==> config.mk <==
export PLATFORM = sky130hd
export DESIGN_NAME = gcr_six_and_two_sector_encoder_unit
export DESIGN_NICKNAME = d
export VERILOG_FILES = /design/src/hw/rtl/gcr62_pkg.sv /design/src/hw/rtl/gcr62_front.sv /design/src/hw/rtl/gcr62_fifo.sv /design/src/hw/rtl/gcr62_back.sv /design/src/hw/rtl/gcr_six_and_two_sector_encoder_unit.sv
export VERILOG_INCLUDE_DIRS = /design/src /design/src/hw/rtl
export SDC_FILE = /design/constraint.sdc
export NUM_CORES = 2
export LEC_CHECK = 0
export ABC_AREA = 1
export BUFFER_PORTS_ARGS = -buffer_cell sky130_fd_sc_hd__buf_4
export CORE_MARGIN = 3
export CORE_UTILIZATION = 37
export DETAILED_ROUTE_END_ITERATION = 16
export PLACE_DENSITY = 0.62
export SETUP_SLACK_MARGIN = 0.15
export SLEW_MARGIN = 20
export SYNTH_ARGS = -nofsm -noshare
export SYNTH_HDL_FRONTEND = slang
export SYNTH_HIERARCHICAL = 1
export SYNTH_SLANG_ARGS = --single-unit
==> constraint.sdc <==
create_clock -name clk -period 12.3 [get_ports clk]
set_input_delay 2.46 -clock clk [delete_from_list [all_inputs] [get_ports clk]]
set_output_delay 2.46 -clock clk [all_outputs]
set_load 0.02 [all_outputs]
==> src/hw/rtl/gcr_six_and_two_sector_encoder_unit_macros.svh <==
// ----------------------------------------------------------------------------
// Assertion macros for the six-and-two sector encoder
// Same-cycle and next-cycle implication checks on clk, disabled in reset.
// ----------------------------------------------------------------------------
`ifndef GCR_SIX_AND_TWO_SECTOR_ENCODER_UNIT_MACROS_SVH
`define GCR_SIX_AND_TWO_SECTOR_ENCODER_UNIT_MACROS_SVH

// Consequent must hold in the same cycle as the antecedent.
`define GCR62_ASSERT_SAME(name, ante, cons, msg) \
    name: assert property (@(posedge clk) disable iff (!rst_n) (ante) |-> (cons)) \
        else $error(msg);

// Consequent must hold in the cycle after the antecedent.
`define GCR62_ASSERT_NEXT(name, ante, cons, msg) \
    name: assert property (@(posedge clk) disable iff (!rst_n) (ante) |=> (cons)) \
        else $error(msg);

`endif

==> src/hw/rtl/gcr62_pkg.sv <==
// ----------------------------------------------------------------------------
// gcr62_pkg
// Shared types, constants and the 6-bit to disk nibble write table.
// ----------------------------------------------------------------------------
package gcr62_pkg;

    localparam logic [8:0] SECTOR_BYTES = 9'd256;
    localparam logic [8:0] AUX_COUNT    = 9'd86;
    localparam logic [8:0] LAST_NIBBLE  = 9'd342;

    // Auxiliary lane layout: bytes 0..85, 86..171, 172..255 feed lanes 0, 1, 2;
    // bytes 0 and 1 also wrap into lane 2 entries 84 and 85.
    localparam int unsigned LANE_DEPTH = 86;
    localparam int unsigned LANE_AW    = $clog2(LANE_DEPTH);
    localparam logic [7:0]  LANE1_BASE = 8'd86;
    localparam logic [7:0]  LANE2_BASE = 8'd172;
    localparam logic [LANE_AW-1:0] WRAP_BASE = LANE_AW'(84);

    localparam int unsigned QUEUE_DEPTH = 4;
    localparam int unsigned QUEUE_AW    = $clog2(QUEUE_DEPTH);
    localparam int unsigned QUEUE_CW    = $clog2(QUEUE_DEPTH + 1);

    typedef enum logic [1:0] {
        CMD_LOAD,
        CMD_AUX,
        CMD_DATA,
        CMD_LAST
    } cmd_kind_t;

    typedef struct packed {
        cmd_kind_t  kind;
        logic [7:0] addr;
        logic [7:0] data;
    } cmd_t;

    localparam logic [7:0] WRITE_TABLE [64] = '{
        8'h96, 8'h97, 8'h9A, 8'h9B, 8'h9D, 8'h9E, 8'h9F, 8'hA6,
        8'hA7, 8'hAB, 8'hAC, 8'hAD, 8'hAE, 8'hAF, 8'hB2, 8'hB3,
        8'hB4, 8'hB5, 8'hB6, 8'hB7, 8'hB9, 8'hBA, 8'hBB, 8'hBC,
        8'hBD, 8'hBE, 8'hBF, 8'hCB, 8'hCD, 8'hCE, 8'hCF, 8'hD3,
        8'hD6, 8'hD7, 8'hD9, 8'hDA, 8'hDB, 8'hDC, 8'hDD, 8'hDE,
        8'hDF, 8'hE5, 8'hE6, 8'hE7, 8'hE9, 8'hEA, 8'hEB, 8'hEC,
        8'hED, 8'hEE, 8'hEF, 8'hF2, 8'hF3, 8'hF4, 8'hF5, 8'hF6,
        8'hF7, 8'hF9, 8'hFA, 8'hFB, 8'hFC, 8'hFD, 8'hFE, 8'hFF
    };

endpackage

==> src/hw/rtl/gcr62_front.sv <==
// ----------------------------------------------------------------------------
// gcr62_front
// Classifies incoming transactions, tracks sector fill and nibble position,
// and emits commands for the back end.
// ----------------------------------------------------------------------------
`include "gcr_six_and_two_sector_encoder_unit_macros.svh"

module gcr62_front (
    input  logic              clk,
    input  logic              rst_n,
    input  logic              accept,
    input  logic              op,
    input  logic [7:0]        data_byte,
    output logic              push,
    output gcr62_pkg::cmd_t   cmd
);

    logic [8:0] bytes_loaded_reg, bytes_loaded_next;
    logic [8:0] nibble_index_reg, nibble_index_next;
    logic       sector_full;
    logic [8:0] data_offset;

    assign sector_full = (bytes_loaded_reg == gcr62_pkg::SECTOR_BYTES);
    assign data_offset = nibble_index_reg - gcr62_pkg::AUX_COUNT;

    always_comb
    begin
        bytes_loaded_next = bytes_loaded_reg;
        nibble_index_next = nibble_index_reg;
        push              = 1'b0;
        cmd.kind          = gcr62_pkg::CMD_LOAD;
        cmd.addr          = bytes_loaded_reg[7:0];
        cmd.data          = data_byte;
        if (accept)
        begin
            if (!op)
            begin
                // drop loads into a full sector
                if (!sector_full)
                begin
                    push              = 1'b1;
                    bytes_loaded_next = bytes_loaded_reg + 9'd1;
                end
            end
            else if (sector_full)
            begin
                push = 1'b1;
                if (nibble_index_reg == gcr62_pkg::LAST_NIBBLE)
                begin
                    cmd.kind          = gcr62_pkg::CMD_LAST;
                    cmd.addr          = 8'd0;
                    bytes_loaded_next = 9'd0;
                    nibble_index_next = 9'd0;
                end
                else
                begin
                    if (nibble_index_reg < gcr62_pkg::AUX_COUNT)
                    begin
                        cmd.kind = gcr62_pkg::CMD_AUX;
                        cmd.addr = nibble_index_reg[7:0];
                    end
                    else
                    begin
                        cmd.kind = gcr62_pkg::CMD_DATA;
                        cmd.addr = data_offset[7:0];
                    end
                    nibble_index_next = nibble_index_reg + 9'd1;
                end
            end
        end
    end

    always_ff @(posedge clk or negedge rst_n)
    begin
        if (!rst_n)
        begin
            bytes_loaded_reg <= 9'd0;
            nibble_index_reg <= 9'd0;
        end
        else
        begin
            bytes_loaded_reg <= bytes_loaded_next;
            nibble_index_reg <= nibble_index_next;
        end
    end

    `GCR62_ASSERT_SAME(a_index_needs_full_sector, nibble_index_reg != 9'd0, sector_full,
        "nibble position advanced without a full sector")
    `GCR62_ASSERT_NEXT(a_last_rearms_sector, push && cmd.kind == gcr62_pkg::CMD_LAST,
        bytes_loaded_reg == 9'd0 && nibble_index_reg == 9'd0,
        "sector not rearmed after final nibble")

endmodule

==> src/hw/rtl/gcr62_fifo.sv <==
// ----------------------------------------------------------------------------
// gcr62_fifo
// Short command queue between front and back end.
// ----------------------------------------------------------------------------
`include "gcr_six_and_two_sector_encoder_unit_macros.svh"

module gcr62_fifo (
    input  logic              clk,
    input  logic              rst_n,
    input  logic              push,
    input  gcr62_pkg::cmd_t   push_cmd,
    input  logic              pop,
    output logic              full,
    output logic              not_empty,
    output gcr62_pkg::cmd_t   head
);

    gcr62_pkg::cmd_t entries [gcr62_pkg::QUEUE_DEPTH];

    logic [gcr62_pkg::QUEUE_AW-1:0] wr_ptr_reg, wr_ptr_next;
    logic [gcr62_pkg::QUEUE_AW-1:0] rd_ptr_reg, rd_ptr_next;
    logic [gcr62_pkg::QUEUE_CW-1:0] count_reg, count_next;

    localparam logic [gcr62_pkg::QUEUE_AW-1:0] PTR_LAST =
        gcr62_pkg::QUEUE_AW'(gcr62_pkg::QUEUE_DEPTH - 1);
    localparam logic [gcr62_pkg::QUEUE_CW-1:0] COUNT_FULL =
        gcr62_pkg::QUEUE_CW'(gcr62_pkg::QUEUE_DEPTH);

    assign full      = (count_reg == COUNT_FULL);
    assign not_empty = (count_reg != '0);
    assign head      = entries[rd_ptr_reg];

    always_comb
    begin
        wr_ptr_next = wr_ptr_reg;
        rd_ptr_next = rd_ptr_reg;
        count_next  = count_reg;
        if (push)
        begin
            wr_ptr_next = (wr_ptr_reg == PTR_LAST) ? '0 : wr_ptr_reg + 1'b1;
        end
        if (pop)
        begin
            rd_ptr_next = (rd_ptr_reg == PTR_LAST) ? '0 : rd_ptr_reg + 1'b1;
        end
        if (push && !pop)
        begin
            count_next = count_reg + 1'b1;
        end
        else if (pop && !push)
        begin
            count_next = count_reg - 1'b1;
        end
    end

    always_ff @(posedge clk)
    begin
        if (push)
        begin
            entries[wr_ptr_reg] <= push_cmd;
        end
    end

    always_ff @(posedge clk or negedge rst_n)
    begin
        if (!rst_n)
        begin
            wr_ptr_reg <= '0;
            rd_ptr_reg <= '0;
            count_reg  <= '0;
        end
        else
        begin
            wr_ptr_reg <= wr_ptr_next;
            rd_ptr_reg <= rd_ptr_next;
            count_reg  <= count_next;
        end
    end

    `GCR62_ASSERT_SAME(a_no_overflow, push, !full || pop, "push into full queue")
    `GCR62_ASSERT_SAME(a_no_underflow, pop, not_empty, "pop from empty queue")

endmodule

==> src/hw/rtl/gcr62_back.sv <==
// ----------------------------------------------------------------------------
// gcr62_back
// Executes queued commands: stores sector bytes, reads the stored values,
// chains each value with the previous one and maps it to a disk nibble.
// ----------------------------------------------------------------------------
`include "gcr_six_and_two_sector_encoder_unit_macros.svh"

module gcr62_back (
    input  logic              clk,
    input  logic              rst_n,
    input  logic              head_valid,
    input  gcr62_pkg::cmd_t   head,
    output logic              pop,
    output logic              out_valid,
    input  logic              out_ready,
    output logic [7:0]        nibble,
    output logic              last
);

    localparam int unsigned LAW = gcr62_pkg::LANE_AW;

    // high six bits of every byte, and the bit-swapped low pair in three lanes
    logic [5:0] hi_mem    [256];
    logic [1:0] lane0_mem [gcr62_pkg::LANE_DEPTH];
    logic [1:0] lane1_mem [gcr62_pkg::LANE_DEPTH];
    logic [1:0] lane2_mem [gcr62_pkg::LANE_DEPTH];

    logic [5:0] hi_q;
    logic [1:0] lane0_q, lane1_q, lane2_q;

    logic                   rd_valid_reg, rd_valid_next;
    gcr62_pkg::cmd_kind_t   rd_kind_reg;
    logic [5:0]             prev_reg, prev_next;
    logic                   out_valid_reg, out_valid_next;
    logic [7:0]             out_nibble_reg;
    logic                   out_last_reg;

    logic       out_free, st2_go, st2_free;
    logic       is_load, is_req;
    logic [1:0] swapped;
    logic       lane0_we, lane1_we, lane2_we;
    logic [7:0] lane1_off, lane2_off;
    logic [LAW-1:0] lane1_waddr, lane2_waddr;
    logic [5:0] value;
    logic [5:0] chained;

    assign out_free = !out_valid_reg || out_ready;
    assign st2_go   = rd_valid_reg && out_free;
    assign st2_free = !rd_valid_reg || out_free;
    assign is_load  = head_valid && (head.kind == gcr62_pkg::CMD_LOAD);
    assign is_req   = head_valid && (head.kind != gcr62_pkg::CMD_LOAD) && st2_free;
    assign pop      = is_load || is_req;

    // ---- load path: lane selection ----
    assign swapped   = {head.data[0], head.data[1]};
    assign lane1_off = head.addr - gcr62_pkg::LANE1_BASE;
    assign lane2_off = head.addr - gcr62_pkg::LANE2_BASE;

    always_comb
    begin
        lane0_we    = 1'b0;
        lane1_we    = 1'b0;
        lane2_we    = 1'b0;
        lane1_waddr = lane1_off[LAW-1:0];
        lane2_waddr = lane2_off[LAW-1:0];
        if (is_load)
        begin
            if (head.addr < gcr62_pkg::LANE1_BASE)
            begin
                lane0_we = 1'b1;
                // bytes 0 and 1 also fill the top pair of the last two entries
                if (head.addr < 8'd2)
                begin
                    lane2_we    = 1'b1;
                    lane2_waddr = gcr62_pkg::WRAP_BASE + LAW'(head.addr[0]);
                end
            end
            else if (head.addr < gcr62_pkg::LANE2_BASE)
            begin
                lane1_we = 1'b1;
            end
            else
            begin
                lane2_we = 1'b1;
            end
        end
    end

    always_ff @(posedge clk)
    begin
        if (is_load)
        begin
            hi_mem[head.addr] <= head.data[7:2];
        end
        if (is_req && head.kind == gcr62_pkg::CMD_DATA)
        begin
            hi_q <= hi_mem[head.addr];
        end
    end

    always_ff @(posedge clk)
    begin
        if (lane0_we)
        begin
            lane0_mem[head.addr[LAW-1:0]] <= swapped;
        end
        if (is_req && head.kind == gcr62_pkg::CMD_AUX)
        begin
            lane0_q <= lane0_mem[head.addr[LAW-1:0]];
        end
    end

    always_ff @(posedge clk)
    begin
        if (lane1_we)
        begin
            lane1_mem[lane1_waddr] <= swapped;
        end
        if (is_req && head.kind == gcr62_pkg::CMD_AUX)
        begin
            lane1_q <= lane1_mem[head.addr[LAW-1:0]];
        end
    end

    always_ff @(posedge clk)
    begin
        if (lane2_we)
        begin
            lane2_mem[lane2_waddr] <= swapped;
        end
        if (is_req && head.kind == gcr62_pkg::CMD_AUX)
        begin
            lane2_q <= lane2_mem[head.addr[LAW-1:0]];
        end
    end

    // ---- value stage ----
    always_comb
    begin
        unique case (rd_kind_reg)
            gcr62_pkg::CMD_AUX:  value = {lane2_q, lane1_q, lane0_q};
            gcr62_pkg::CMD_DATA: value = hi_q;
            default:             value = 6'd0;
        endcase
    end

    // final nibble maps the previous value itself, so chain against zero
    assign chained = value ^ prev_reg;

    always_comb
    begin
        rd_valid_next  = rd_valid_reg;
        prev_next      = prev_reg;
        out_valid_next = out_valid_reg;
        if (st2_go)
        begin
            rd_valid_next  = 1'b0;
            prev_next      = value;
            out_valid_next = 1'b1;
        end
        else if (out_ready)
        begin
            out_valid_next = 1'b0;
        end
        if (is_req)
        begin
            rd_valid_next = 1'b1;
        end
    end

    always_ff @(posedge clk)
    begin
        if (is_req)
        begin
            rd_kind_reg <= head.kind;
        end
        if (st2_go)
        begin
            out_nibble_reg <= gcr62_pkg::WRITE_TABLE[chained];
            out_last_reg   <= (rd_kind_reg == gcr62_pkg::CMD_LAST);
        end
    end

    always_ff @(posedge clk or negedge rst_n)
    begin
        if (!rst_n)
        begin
            rd_valid_reg  <= 1'b0;
            prev_reg      <= 6'd0;
            out_valid_reg <= 1'b0;
        end
        else
        begin
            rd_valid_reg  <= rd_valid_next;
            prev_reg      <= prev_next;
            out_valid_reg <= out_valid_next;
        end
    end

    assign out_valid = out_valid_reg;
    assign nibble    = out_nibble_reg;
    assign last      = out_last_reg;

    `GCR62_ASSERT_SAME(a_last_clears_chain, out_valid_reg && out_last_reg, prev_reg == 6'd0,
        "chain not cleared after final nibble")
    `GCR62_ASSERT_NEXT(a_read_lands, is_req, rd_valid_reg, "issued read lost")

endmodule

==> src/hw/rtl/gcr_six_and_two_sector_encoder_unit.sv <==
// Throughput: one transaction per cycle while the queue is not full; loads and
// requests share the input. The rate is set by the one-port sector memories read
// once per request.
// Reset (rst_n low, asynchronous) empties the queue and pipeline, clears the
// fill count, nibble position and chain value; stored bytes are kept.
// ----------------------------------------------------------------------------
// gcr_six_and_two_sector_encoder_unit
// Six-and-two GCR encoder for the data field of one 256-byte disk sector.
// ----------------------------------------------------------------------------
module gcr_six_and_two_sector_encoder_unit (
    input  logic       clk,
    input  logic       rst_n,
    input  logic       s_axis_tvalid,
    output logic       s_axis_tready,
    input  logic [7:0] s_axis_tdata,   // [7:0] data_byte
    input  logic       s_axis_tuser,   // [0] op
    output logic       m_axis_tvalid,
    input  logic       m_axis_tready,
    output logic [7:0] m_axis_tdata,   // [7:0] nibble
    output logic       m_axis_tlast
);

    logic            accept;
    logic            push;
    logic            pop;
    logic            full;
    logic            head_valid;
    gcr62_pkg::cmd_t cmd;
    gcr62_pkg::cmd_t head;

    assign s_axis_tready = !full;
    assign accept        = s_axis_tvalid && s_axis_tready;

    gcr62_front u_front (
        .clk       (clk),
        .rst_n     (rst_n),
        .accept    (accept),
        .op        (s_axis_tuser),
        .data_byte (s_axis_tdata),
        .push      (push),
        .cmd       (cmd)
    );

    gcr62_fifo u_fifo (
        .clk       (clk),
        .rst_n     (rst_n),
        .push      (push),
        .push_cmd  (cmd),
        .pop       (pop),
        .full      (full),
        .not_empty (head_valid),
        .head      (head)
    );

    gcr62_back u_back (
        .clk        (clk),
        .rst_n      (rst_n),
        .head_valid (head_valid),
        .head       (head),
        .pop        (pop),
        .out_valid  (m_axis_tvalid),
        .out_ready  (m_axis_tready),
        .nibble     (m_axis_tdata),
        .last       (m_axis_tlast)
    );

endmodule
Word-level counts from Yosys, hierarchy flattened

Memory sizes are Yosys's and may differ from the RTL's. A register that Yosys moved wholly into a read port is not among the register bits.
Index checks and enable logic that the tools add are counted.
W data, S select, Z words.

$add $sub $neg: 10
Magnitude comparators: 4
Equality and inequality tests: 13
Muxes and demuxes: 45
Bitwise gates (word level): 2
Reduce and logical (&&, ||, !) cells: 25

Operator list:

| kind                  | number |
|---|---|
| $mux W10              | 5 |
| $mux W9               | 5 |
| $mux W1               | 27 |
| $mux W7               | 3 |
| $add A9 B1 Y9 const B | 2 |
| $eq A9 B9 Y1 const B  | 2 |
| $pmux W6 S2           | 1 |
| $eq A2 B2 Y1 const B  | 5 |
| $logic_and A1 B1 Y1   | 9 |
| $lt A9 B7 Y1 const B  | 1 |
| $lt A8 B2 Y1 const B  | 1 |
| $lt A8 B7 Y1 const B  | 1 |
| $lt A8 B8 Y1 const B  | 1 |
| $reduce_bool A2 Y1    | 4 |
| $sub A8 B7 Y8 const B | 1 |
| $add A7 B1 Y7 const A | 1 |
| $not A6 Y7            | 1 |
| $sub A7 B6 Y7 const B | 1 |
| $sub A7 B7 Y7 const B | 1 |
| $mux W3               | 2 |
| $xor A6 B6 Y6         | 1 |
| $logic_not A1 Y1      | 5 |
| $add A2 B1 Y2 const B | 2 |
| $eq A2 B1 Y1 const B  | 2 |
| other kinds (11)      | 15 |

Flip-flop bits (word level): 36
Memory bits (writable): 2124
Memory bits (read-only): 512
Input port bits: 13
Output and inout bits: 11
Word-level logic and storage cells: 115
Memories: 6

Memories:

| name             | words | width | rd ports | clocked after Yosys merged registers in | wr ports | RTL line          | RTL |
|---|---|---|---|---|---|---|---|
| u_back.hi_mem    | 256   | 6     | 1        | 1                                       | 1        | gcr62_back.sv:23  | `logic [5:0] hi_mem [256];` |
| (no name shown)  | 64    | 8     | 1        | 1                                       | 0        | gcr62_back.sv:179 | `out_nibble_reg <= gcr62_pkg::WRITE_TABLE[chained];` |
| u_back.lane0_mem | 86    | 2     | 1        | 1                                       | 1        | gcr62_back.sv:24  | `logic [1:0] lane0_mem [gcr62_pkg::LANE_DEPTH];` |
| u_back.lane1_mem | 86    | 2     | 1        | 1                                       | 1        | gcr62_back.sv:25  | `logic [1:0] lane1_mem [gcr62_pkg::LANE_DEPTH];` |
| u_back.lane2_mem | 86    | 2     | 1        | 1                                       | 1        | gcr62_back.sv:26  | `logic [1:0] lane2_mem [gcr62_pkg::LANE_DEPTH];` |
| u_fifo.entries   | 4     | 18    | 1        | 0                                       | 1        | gcr62_fifo.sv:18  | `gcr62_pkg::cmd_t entries [gcr62_pkg::QUEUE_DEPTH];` |

Depth between registers and ports, before layout

Depth after elaboration: 8
Depth in mapped cells: 23
Gate-level depth less buffers: 19

Cells and area by module

Netlist, hierarchy kept.

Modules (own cells, without submodules):

| module                              | instances | cells each | area an instance (µm²) | sequential area each (µm²) |
|---|---|---|---|---|
| gcr62_back                          | 1         | 7605       | 85675.9                | 62479.9 |
| gcr62_fifo                          | 1         | 262        | 3328.2                 | 2337.2 |
| gcr62_front                         | 1         | 251        | 1706.6                 | 450.4 |
| gcr_six_and_two_sector_encoder_unit | 1         | 3          | 13.8                   | 0.0 |

Least setup slack after synthesis

OpenSTA, ideal clock, no wires.

Path kind: flip-flop to flip-flop
Start point: register u_fifo/rd_ptr_reg[0] (netlist bit)
End point: memory u_back.lane0_mem[0][0], data pin
Library setup time: 827 ps
Data arrival time: 3830 ps
Required time: 11473 ps
Setup slack: 7642 ps
Stages on the path, launching flop included: 5
Path buffers: 1
Period minus slack after synthesis: 4658 ps
Cell sequence: dfrtp_1 -> inv_4 -> buf_6 -> o211ai_1 -> nand2_1

RTL lines:

| element                | RTL line         | RTL |
|---|---|---|
| start, declared        | gcr62_fifo.sv:21 | `logic [gcr62_pkg::QUEUE_AW-1:0] rd_ptr_reg, rd_ptr_next;` |
| start signal, assigned | gcr62_fifo.sv:75 | `rd_ptr_reg <= rd_ptr_next;` |
| end, declared          | gcr62_back.sv:24 |  |

==> summary.txt <==
run status: complete, no violations
Max Slew Vio Count: 0
worst setup margin: 6.28 ns
sequential share of the synthesized area: 71.9%
Initial Util: 37.2%
pre-CTS WS: 6.30 ns
I/O Pins: 24
gr ovfl total: 0
DPL Wire Length: 138,000 um
Area after DPL: 93,600 sq um
PD cells: 285 nW/um^2
Synthesis Warnings: 6
first-pass detailed-route iteration total: 6
clk root buf: clkbuf_16
commonest non-fill, non-tap cells in the layout: 3,387 x nand2_1, 2,146 x edfxtp_1, 748 x nor2_1
Worst-Skew Late Latency: 0.88 ns
H-tree depth: 4
Max clock buf depth: 3
max-cap viol count: 0
Post-Syn Area: 90,700 sq um
die area: 251,000 sq um
antenna violation net count after detailed routing: 0
fraction of layout cells with a size suffix above 1: 6.25%
CTS Sinks: 2,179
max reg flops: 1,536
CP top delay family: buffers and inverters
wire per inst: 21.4 um
DP Cell Count: 11,000
Core Util, Final: 41.4%
Post-synth ARST share: 1.51%
Port Buffers: 22
routability cong.: 0.849
Post-Route WL: 245,000 um
Fin. Hold Viols: 0
Yosys cell types: 51
crit path launch type: flip-flop
CP max FO: 66
Slew HR: 22.6%
first-pass GRT wire length: 370,000 um
Max stage delay on crit path: 0.89 ns
slowest library cell on the worst path: dfrtp_1
critical-path cell list: inv_6, o211ai_1, nand2_4, buf_4, nor2_4, buf_4, buf_4, nand2_1, buf_4, nor2_1
Final Non-Filler Cells: 11,400
WP buf/inv: 5
WP data required: 12.79 ns
std cell rows: 181
die width: 501 um
CTS Hold Buffers Added: 0
initial detailed-routing violation count: 7,113
post-DR vias/cell: 5.31
Vias: 60,500
Hold WC Path Type: flip-flop to flip-flop
core area: 244,000 sq um
largest net degree at the start of global routing: 162
CTS tree: built
Critical Path End Type: flip-flop
Worst Tran Pin Value: 1.16 ns
Post-Syn Nets: 8,161
Post-Syn Instances: 8,121
WS Path Type: flip-flop to flip-flop
number of remaining DRC errors: 0
Die H: 501 um
time the worst path needs with I/O delays and setup: 6.02 ns
crit path DAT: 6.51 ns
Inserted Clock Buffers: 219
Most flops, register: u_back/hi_mem
unrepaired setup endpoints after global routing: no
Post-synth top flop: edfxtp_1
Yosys reg bits: 2,179
post-CTS sizing: 0
Most common cell on crit path: buf_4
Post-synth EDFFs: 2,146
Clock Skews: 0.0596 ns
FMAX: 166 MHz
Area Growth Syn to Fin: 11.2%
GRT Total Usage: 19.2%
Pleak: 36.1 nW
most common cell after layout, fill and taps aside: nand2_1
Syn Area/Cell: 11.2 sq um
# setup viols final: 0
CTS clk-pin slew, worst paths: 0.06 ns
total negative slack: 0 ns
initial antenna violation count: 4
Final Cycle Share: 48.9%
number of global-route vias before repair: 59,500
Setup Buffers After CTS: 0
Worst VDD drop: 306 uV
final instance area: 101,000 sq um
Nets: 8,054
-- final cells by class --
type,instances,area [sq um]
Inverter,234,917
Antenna cell,2,5.00
Clock inverter,150,1550
Clock buffer,262,5710
Timing Repair Buffer,110,930
Tap cell,3202,4010
Sequential cell,2179,65300
Multi-Input combinational cell,5270,22500
Fill cell,22700,143000
-- cells in the mapped netlist, types with 46 or more instances --
| library cell | instances | area share (%) |
|---|---|---|
| buf_1 | 46 | 0.19 |
| o21ai_0 | 70 | 0.39 |
| inv_1 | 214 | 0.89 |
| buf_4 | 46 | 0.38 |
| nand2_1 | 3399 | 14 |
| nand3_1 | 448 | 2.5 |
| clkbuf_1 | 110 | 0.46 |
| o211ai_1 | 47 | 0.39 |
| nor2_1 | 755 | 3.1 |
| edfxtp_1 | 2146 | 71 |
| a22oi_1 | 105 | 0.87 |
| nand4_1 | 187 | 1.3 |
| buf_2 | 219 | 1.2 |
| a21oi_1 | 118 | 0.65 |
-- stage by stage --
step           hold slack, ns  power (W)
2_1_floorplan           0.442     0.0180
6_report                0.491     0.0288
4_1_cts                 0.487     0.0288
3_5_place_dp            0.476     0.0221
3_3_place_gp            0.457     0.0220
5_1_grt                 0.507     0.0302
-- tightest hold or removal path, stage by stage, from the launching register on --
cell,delay [ns]
dfrtp_1,0.34
nand2_1,0.06
nand2_1,0.05
-- power by group --
group	leakage (nW)	internal, W	switching (W)
Combinational	12.9	0.00256	0.00952
Sequential	19.7	0.00992	0.0000771
Clock	3.52	0.00382	0.00287
Total	36.1	0.0163	0.0125
-- per-layer routing --
metal,vias to the layer above,GRT usage [%],share of wire (%)
li1,27500,-,-
met1,29900,26.3,41
met2,2683,30.9,46
met3,450,3.37,9.0
met4,0,6.24,3.2
met5,-,0,0
-- final timing paths --
kind / slack (ns) / from / cells past startpoint / end
max: 6.28 / u_fifo/rd_ptr_reg[1]$_DFFE_PN0P_ / 10 / u_back/hi_mem[202][4]$_DFFE_PP_
min: 0.49 / u_fifo/count_reg[2]$_DFFE_PN0P_ / 2 / u_fifo/count_reg[2]$_DFFE_PN0P_
max reg2reg: 6.28 / u_fifo/rd_ptr_reg[1]$_DFFE_PN0P_ / 10 / u_back/hi_mem[202][4]$_DFFE_PP_
min reg2reg: 0.49 / u_fifo/count_reg[2]$_DFFE_PN0P_ / 2 / u_fifo/count_reg[2]$_DFFE_PN0P_
max in group asynchronous: 10.23 / rst_n / 1 / u_back/prev_reg[2]$_DFFE_PN0P_
min in group asynchronous: 1.58 / rst_n / 1 / u_front/bytes_loaded_reg[6]$_DFFE_PN0P_
-- cells by family (layout without fill, tap and decap cells) --
family,count (synthesis),count (layout),synth area share (%)
flip-flops,2179,2179,71.9
buffers and inverters,672,756,3.42
adder cells (fa/ha/maj),27,27,0.381
AO/OA/AOI/OAI,385,385,2.70
AND/OR/NAND/NOR,4836,4836,21.4
XOR/XNOR,21,21,0.203
other,1,3,0.00413
Power figures use the tool's default switching activity.
